[config.mk]
export PLATFORM = sky130hd
export DESIGN_NAME = length_prefixed_packet_deframer
export DESIGN_NICKNAME = d
export VERILOG_FILES = /design/src/hdl/lppd_pkg.sv /design/src/hdl/lppd_update.sv /design/src/hdl/length_prefixed_packet_deframer.sv
export SDC_FILE = /design/constraint.sdc
export NUM_CORES = 2
export LEC_CHECK = 0
export ABC_CLOCK_PERIOD_IN_PS = 28400
export BUFFER_PORTS_ARGS = -buffer_cell sky130_fd_sc_hd__buf_2
export CAP_MARGIN = 40
export CORE_ASPECT_RATIO = 0.9
export CORE_MARGIN = 5
export CORE_UTILIZATION = 45
export CTS_CLUSTER_SIZE = 25
export DETAILED_ROUTE_END_ITERATION = 12
export MAX_ROUTING_LAYER = met4
export PLACE_DENSITY = 0.6
export SLEW_MARGIN = 30
export SYNTH_ARGS = -nofsm -noshare
export SYNTH_HDL_FRONTEND = slang
export SYNTH_SLANG_ARGS = --single-unit
[constraint.sdc]
create_clock -name i_clk -period 28.4 [get_ports i_clk]
set_clock_uncertainty 0.2 [all_clocks]
set_input_delay 4.26 -clock i_clk [delete_from_list [all_inputs] [get_ports i_clk]]
set_output_delay 4.26 -clock i_clk [all_outputs]
set_load 0.02 [all_outputs]
[src/hdl/lppd_pkg.sv]
`timescale 1ns / 1ps

package lppd_pkg;

    localparam int SESS_W  = 6;
    localparam int BYTE_W  = 8;
    localparam int FIELD_W = 16;
    localparam int HCNT_W  = 3;

    localparam logic [HCNT_W-1:0]  HDR_BYTES   = 3'd5;
    localparam logic [HCNT_W-1:0]  HDR_SIZE_LO = 3'd0;
    localparam logic [HCNT_W-1:0]  HDR_SIZE_HI = 3'd1;
    localparam logic [HCNT_W-1:0]  HDR_ID_LO   = 3'd2;
    localparam logic [HCNT_W-1:0]  HDR_ID_HI   = 3'd3;
    localparam logic [FIELD_W-1:0] MAX_BODY_RESET = 16'd1024;

    typedef enum logic {
        OP_BYTE  = 1'b0,
        OP_RESET = 1'b1
    } t_op;

    typedef enum logic {
        ST_OK       = 1'b0,
        ST_OVERSIZE = 1'b1
    } t_status;

    typedef struct packed {
        logic [HCNT_W-1:0]  hdr_cnt;
        logic [FIELD_W-1:0] size;
        logic [FIELD_W-1:0] id;
        logic [FIELD_W-1:0] left;
        logic               locked;
    } t_sess_state;

    typedef struct packed {
        logic [SESS_W-1:0]  session;
        logic [FIELD_W-1:0] pkt_id;
        logic [FIELD_W-1:0] body_length;
        logic [BYTE_W-1:0]  body_byte;
        logic               carries_data;
        logic               last;
        t_status            status;
    } t_result;

    typedef struct packed {
        t_sess_state next;
        logic        res_valid;
        t_result     res;
    } t_upd;

endpackage

[src/hdl/lppd_update.sv]
`timescale 1ns / 1ps

module lppd_update (
    input  lppd_pkg::t_sess_state          i_state,
    input  lppd_pkg::t_op                  i_op,
    input  logic [lppd_pkg::SESS_W-1:0]    i_session,
    input  logic [lppd_pkg::BYTE_W-1:0]    i_byte,
    input  logic [lppd_pkg::FIELD_W-1:0]   i_max_body,
    output lppd_pkg::t_upd                 o_upd
);

    logic [lppd_pkg::FIELD_W-1:0] n_size;
    logic [lppd_pkg::FIELD_W-1:0] n_id;
    logic [lppd_pkg::HCNT_W-1:0]  hc_inc;
    logic [lppd_pkg::FIELD_W-1:0] body;
    logic                         body_last;

    always_comb begin
        n_size = i_state.size;
        n_id   = i_state.id;
        case (i_state.hdr_cnt)
            lppd_pkg::HDR_SIZE_LO: n_size = {i_state.size[15:8], i_byte};
            lppd_pkg::HDR_SIZE_HI: n_size = {i_byte, i_state.size[7:0]};
            lppd_pkg::HDR_ID_LO:   n_id   = {i_state.id[15:8], i_byte};
            lppd_pkg::HDR_ID_HI:   n_id   = {i_byte, i_state.id[7:0]};
            default: ;
        endcase
        hc_inc = i_state.hdr_cnt + 3'd1;
        body   = (n_size >= lppd_pkg::FIELD_W'(lppd_pkg::HDR_BYTES)) ?
                 n_size - lppd_pkg::FIELD_W'(lppd_pkg::HDR_BYTES) : '0;
        body_last = (i_state.left <= 16'd1);

        o_upd                  = '0;
        o_upd.next             = i_state;
        o_upd.res.session      = i_session;
        o_upd.res.pkt_id       = i_state.id;
        o_upd.res.status       = lppd_pkg::ST_OK;

        if (i_op == lppd_pkg::OP_RESET) begin
            o_upd.next = '0;
        end else if (i_state.locked) begin
            o_upd.next = i_state;
        end else if (i_state.hdr_cnt < lppd_pkg::HDR_BYTES) begin
            o_upd.next.size = n_size;
            o_upd.next.id   = n_id;
            if (hc_inc < lppd_pkg::HDR_BYTES) begin
                o_upd.next.hdr_cnt = hc_inc;
            end else if (body > i_max_body) begin
                o_upd.next.locked    = 1'b1;
                o_upd.next.hdr_cnt   = '0;
                o_upd.next.left      = '0;
                o_upd.res_valid      = 1'b1;
                o_upd.res.pkt_id     = n_id;
                o_upd.res.body_length = body;
                o_upd.res.last       = 1'b1;
                o_upd.res.status     = lppd_pkg::ST_OVERSIZE;
            end else if (body == '0) begin
                o_upd.next.hdr_cnt  = '0;
                o_upd.next.left     = '0;
                o_upd.res_valid     = 1'b1;
                o_upd.res.pkt_id    = n_id;
                o_upd.res.last      = 1'b1;
            end else begin
                o_upd.next.hdr_cnt = lppd_pkg::HDR_BYTES;
                o_upd.next.left    = body;
            end
        end else begin
            o_upd.res_valid        = 1'b1;
            o_upd.res.body_length  = body;
            o_upd.res.body_byte    = i_byte;
            o_upd.res.carries_data = 1'b1;
            o_upd.res.last         = body_last;
            if (body_last) begin
                o_upd.next.left    = '0;
                o_upd.next.hdr_cnt = '0;
            end else begin
                o_upd.next.left = i_state.left - 16'd1;
            end
        end
    end

endmodule

[src/hdl/length_prefixed_packet_deframer.sv]
`timescale 1ns / 1ps
// Throughput: one item per cycle unless the output stalls or the RAM is clearing;
// same-session items back to back are forwarded. Each result passes the state RAM read,
// then the update into the output register.
// Reset: synchronous, active low; max_body_bytes returns to 1024 and a clearing pass
// zeroes the session RAM, one entry per cycle, with input not ready until it is done.
// Config writes are taken at any time, including during the clearing pass.

module length_prefixed_packet_deframer #(
    parameter int SESSIONS = 64
) (
    input  logic        i_clk,
    input  logic        i_rst_n,
    // config write
    input  logic        i_cfg_valid,
    output logic        o_cfg_ready,
    input  logic [15:0] i_cfg_data,    // max_body_bytes
    // input stream
    input  logic        i_s_axis_tvalid,
    output logic        o_s_axis_tready,
    input  logic [15:0] i_s_axis_tdata, // session_index[5:0], rx_byte[13:6], zero pad
    input  logic        i_s_axis_tuser, // operation
    // output stream
    output logic        o_m_axis_tvalid,
    input  logic        i_m_axis_tready,
    output logic [47:0] o_m_axis_tdata, // out_session[5:0], pkt_id[21:6],
                                        // body_length[37:22], body_byte[45:38], zero pad
    output logic [1:0]  o_m_axis_tuser, // carries_data[0], status[1]
    output logic        o_m_axis_tlast  // last
);

    localparam int AW = (SESSIONS > 1) ? $clog2(SESSIONS) : 1;
    localparam int SW = $bits(lppd_pkg::t_sess_state);

    logic [SW-1:0] r_mem [SESSIONS];

    logic                         r_clearing;
    logic [AW-1:0]                r_clr_addr;
    logic [lppd_pkg::FIELD_W-1:0] r_max_body;

    logic                         r_s1_valid;
    logic                         r_s1_hit;
    logic [AW-1:0]                r_s1_addr;
    lppd_pkg::t_op                r_s1_op;
    logic [lppd_pkg::SESS_W-1:0]  r_s1_sess;
    logic [lppd_pkg::BYTE_W-1:0]  r_s1_byte;
    logic                         r_s1_fwd;
    logic [SW-1:0]                r_rd_data;
    logic [SW-1:0]                r_fwd_data;

    logic                         r_out_valid;
    lppd_pkg::t_result            r_out;

    logic [lppd_pkg::SESS_W-1:0]  in_sess;
    logic [lppd_pkg::BYTE_W-1:0]  in_byte;
    logic                         in_hit;
    logic [AW-1:0]                in_addr;
    logic                         in_xfer;
    logic                         out_free;
    logic                         s1_fire;
    logic                         wr_en;
    logic [AW-1:0]                wr_addr;
    logic [SW-1:0]                wr_data;
    lppd_pkg::t_sess_state        s1_state;
    lppd_pkg::t_upd               upd;

    assign in_sess = i_s_axis_tdata[5:0];
    assign in_byte = i_s_axis_tdata[13:6];
    assign in_hit  = (32'(in_sess) < SESSIONS);
    assign in_addr = AW'(32'(in_sess));

    assign out_free        = !r_out_valid || i_m_axis_tready;
    assign s1_fire         = r_s1_valid && out_free;
    assign o_s_axis_tready = !r_clearing && (!r_s1_valid || out_free);
    assign in_xfer         = i_s_axis_tvalid && o_s_axis_tready;
    assign o_cfg_ready     = 1'b1;

    assign s1_state = lppd_pkg::t_sess_state'(r_s1_fwd ? r_fwd_data : r_rd_data);

    lppd_update u_update (
        .i_state    (s1_state),
        .i_op       (r_s1_op),
        .i_session  (r_s1_sess),
        .i_byte     (r_s1_byte),
        .i_max_body (r_max_body),
        .o_upd      (upd)
    );

    assign wr_en   = r_clearing || (s1_fire && r_s1_hit);
    assign wr_addr = r_clearing ? r_clr_addr : r_s1_addr;
    assign wr_data = r_clearing ? '0 : SW'(upd.next);

    // state RAM
    always_ff @(posedge i_clk) begin
        if (wr_en) begin
            r_mem[wr_addr] <= wr_data;
        end
        if (in_xfer && in_hit) begin
            r_rd_data <= r_mem[in_addr];
        end
    end

    always_ff @(posedge i_clk) begin
        if (wr_en) begin
            r_fwd_data <= wr_data;
        end
        if (in_xfer) begin
            r_s1_hit  <= in_hit;
            r_s1_addr <= in_addr;
            r_s1_op   <= lppd_pkg::t_op'(i_s_axis_tuser);
            r_s1_sess <= in_sess;
            r_s1_byte <= in_byte;
            r_s1_fwd  <= wr_en && (wr_addr == in_addr);
        end
        if (s1_fire && r_s1_hit && upd.res_valid) begin
            r_out <= upd.res;
        end
    end

    always_ff @(posedge i_clk) begin
        if (!i_rst_n) begin
            r_clearing  <= 1'b1;
            r_clr_addr  <= '0;
            r_max_body  <= lppd_pkg::MAX_BODY_RESET;
            r_s1_valid  <= 1'b0;
            r_out_valid <= 1'b0;
        end else begin
            if (r_clearing) begin
                if (r_clr_addr == AW'(SESSIONS - 1)) begin
                    r_clearing <= 1'b0;
                end
                r_clr_addr <= r_clr_addr + 1'b1;
            end
            if (i_cfg_valid) begin
                r_max_body <= i_cfg_data;
            end
            if (in_xfer) begin
                r_s1_valid <= 1'b1;
            end else if (s1_fire) begin
                r_s1_valid <= 1'b0;
            end
            if (s1_fire && r_s1_hit && upd.res_valid) begin
                r_out_valid <= 1'b1;
            end else if (i_m_axis_tready) begin
                r_out_valid <= 1'b0;
            end
        end
    end

    assign o_m_axis_tvalid = r_out_valid;
    assign o_m_axis_tdata  = {2'b00, r_out.body_byte, r_out.body_length,
                              r_out.pkt_id, r_out.session};
    assign o_m_axis_tuser  = {r_out.status, r_out.carries_data};
    assign o_m_axis_tlast  = r_out.last;

endmodule

==> impl_metrics.tcl <==
set metrics [dict create \
    status "completed" \
    yosysMostFrequentCell "edfxtp_1" \
    path_cells "buf_2, nor2b_1, a21oi_1, buf_2" \
    grt_pass1_vias 64642 \
    yosysTopAreaCellShare_pct 77.0 \
    hold_path.class "reg -> reg" \
    yosysWarnings 0 \
    drt_wl_total_um 380000 \
    synth_cell_types 89 \
    nets 6227 \
    worstPathMaxFanout 4 \
    fin_crit_sh_pct 33.2 \
    htreeDepth 5 \
    cts_tree "built" \
    die_y_um 532 \
    grt_pass1_wl_um 527000 \
    first_iter_violations 9407 \
    async_flop_share_pct 0 \
    cp_top_family "buffers and inverters" \
    fin_crit_ns 9.44 \
    worstPathRequired_ns 23.94 \
    synth_commonest_cells "3,497 x edfxtp_1, 1,084 x mux4_2, 225 x clkbuf_1, 162 x nor2_1, 72 x nand2_1" \
    cp-end-kind "primary output" \
    die_x_um 590 \
    powerDensity_mw_per_mm2 67.7 \
    ys.flop_type "edfxtp_1" \
    wl_per_cell_um 36.1 \
    clock.fmax_mhz 106 \
    fin_util_pct 52.1 \
    fp.dieArea_mm2 0.314 \
    drive_above_1_share_pct 33.7 \
    finalHoldViolations 0 \
    slew_violations 0 \
    ff2ff_setup_slack_ns 20.02 \
    via_per_inst 6.35 \
    synthesis.area_mm2 0.136 \
    postCtsHoldBufs 0 \
    cts_root_buffer "clkbuf_16" \
    cts_setup_buffers 0 \
    worst_slew_pin_slew_ns 0.953 \
    fp-row-count 191 \
    cap_violations 0 \
    numCtsBuffers 356 \
    p_leak_nw 49.7 \
    clock_latency_ns 0.94 \
    overflow 0 \
    rsz0062_at_grt "false" \
    syn2layout_area_growth_pct 15.2 \
    hold_ws_ns 0.284 \
    placed_area_mm2 0.145 \
    place_hpwl_um 206000 \
    synth-edff-count 3497 \
    fin_total_pwr_mw 10.6 \
    drc 0 \
    antenna_found_initial 13 \
    clk_pin_slew_ns 0.06 \
    worstPathArrival_ns 4.98 \
    setup_tns_ns 0 \
    yosys_register_bits 3522 \
    via_count 66771 \
    grt_max_degree 129 \
    place_congestion 0.884 \
    synth-seq-area-share_pct 77.4 \
    clockBufferDepth 4 \
    cp.buffers_inverters 2 \
    syn_avg_cell_area_um2 23.8 \
    peakVddDrop_v 0.0000572 \
    slew_headroom_pct 36.5 \
    io_pins 92 \
    startpoint_type "input pin" \
    synthTopCellsByArea "edfxtp_1 77%, mux4_2 18%, clkbuf_1 0.62%, mux2i_1 0.46%, nor2_1 0.45%" \
    final_antenna_net_count 0 \
    clkSinkCount 3522 \
    crit_path_frequent_cell "buf_2" \
    crit_type "in -> out" \
    firstDrtPassIters 6 \
    syn_inst 5723 \
    slowest_stage "nor2b_1" \
    core_area_mm2 0.301 \
    cpPeakStageDelay_ns 0.24 \
    post_cts_resized 0 \
    setup_violations 0 \
    final_cell_area_mm2 0.157 \
    place.port_buffers 86 \
    gr-usage-all-layers_pct 24.7 \
    start_util_pct 45.2 \
    synth_area_leader_cell "edfxtp_1" \
]
-- cell type report --
class	count	area (um2)
Fill cell	22913	144000
Sequential cell	3522	106000
Multi-Input combinational cell	1857	30500
Clock buffer	429	9270
Tap cell	4053	5070
Timing Repair Buffer	390	4150
Clock inverter	227	2320
Inverter	38	148
Antenna cell	7	17.5
-- power breakdown --
part           switching [mW]  leakage, nW  total, mW  internal [mW]
clock                    2.01         5.66       4.66           2.65
combinational           0.175         10.9      0.302          0.126
sequential            0.00666         33.2       5.67           5.66
total                    2.19         49.7       10.6           8.43
-- logic make-up after synthesis --
group	synth area share, %
compound gates	1.14
xor+xnor	0.173
mux	18.6
simple gates	1.45
buf+inv	0.982
other cells	0.00551
fa+ha+maj	0.228
flops	77.4
-- path summary, 6_finish.rpt --
| check | endpoint | startpoint | cells after the start |
|---|---|---|---|
| setup reg to reg | r_mem[45][8]$_DFFE_PP_ | r_s1_fwd$_DFFE_PP_ | 24 |
| hold / removal | o_m_axis_tdata[4]$_DFFE_PP_ | r_s1_sess[4]$_DFFE_PP_ | 0 |
| hold reg to reg | o_m_axis_tdata[4]$_DFFE_PP_ | r_s1_sess[4]$_DFFE_PP_ | 0 |
| setup / recovery | o_s_axis_tready | i_m_axis_tready | 4 |
-- per-layer routing --
| layer | wire [um] | part of all wire [%] | up-vias | GRT usage [%] |
|---|---|---|---|---|
| met5 | 0 | 0 | - | - |
| met4 | 8620 | 2.3 | 0 | 5.25 |
| met3 | 38100 | 10 | 511 | 4.78 |
| met2 | 175000 | 46 | 3650 | 36.0 |
| met1 | 158000 | 42 | 37019 | 36.6 |
| li1 | - | - | 25591 | - |
-- metrics by stage --
stage | cells | setup slack, ns
3_5_place_dp | 9841 | 18.07
6_report | 10523 | 18.96
3_3_place_gp | 9778 | 17.65
4_1_cts | 10497 | 18.96
2_1_floorplan | 5724 | 17.97
5_1_grt | 10518 | 18.91
-- layout by cell type, fill, tap and decap left out, types with 11 or more instances in the layout --
master,instances
nand4_1,12
nor2b_1,39
buf_12,17
xnor2_1,17
and3_1,11
o21ai_0,31
buf_2,81
nor2_1,76
clkinvlp_4,11
clkbuf_1,68
clkinv_1,66
a21oi_1,48
a22oi_1,15
edfxtp_1,3497
o22ai_1,20
a211oi_4,14
nand3_1,20
mux2i_1,61
bufinv_16,33
buf_16,53
clkbuf_16,359
dfxtp_1,25
buf_6,17
nor2_4,85
buf_8,12
inv_1,37
buf_4,209
ha_1,24
nand2_1,72
mux2_2,29
nor3_1,26
and2_1,12
mux4_2,1084
clkinv_2,84
-- worst register-to-register path: cells and delay by family, from the launching register on --
family | cells | cell delay (ns)
flops | 1 | 0.32
mux | 1 | 0.52
buf+inv | 4 | 1.19
fa+ha+maj | 3 | 0.93
compound gates | 8 | 2.40
simple gates | 8 | 2.48
-- registers in the layout (all words and copies together), names as in the netlist --
| name | cells |
|---|---|
| r_mem | 3328 |
| r_fwd_data | 52 |
| r_rd_data | 52 |
| o_m_axis_tdata | 46 |
| r_max_body | 16 |
| r_s1_byte | 8 |
| r_clr_addr | 6 |
| r_s1_sess | 6 |
| o_m_axis_tuser | 2 |
| o_m_axis_tlast | 1 |
| o_m_axis_tvalid | 1 |
| r_clearing | 1 |
| r_s1_fwd | 1 |
| r_s1_op | 1 |
| r_s1_valid | 1 |
No activity file was read; power rests on OpenSTA's default activity.
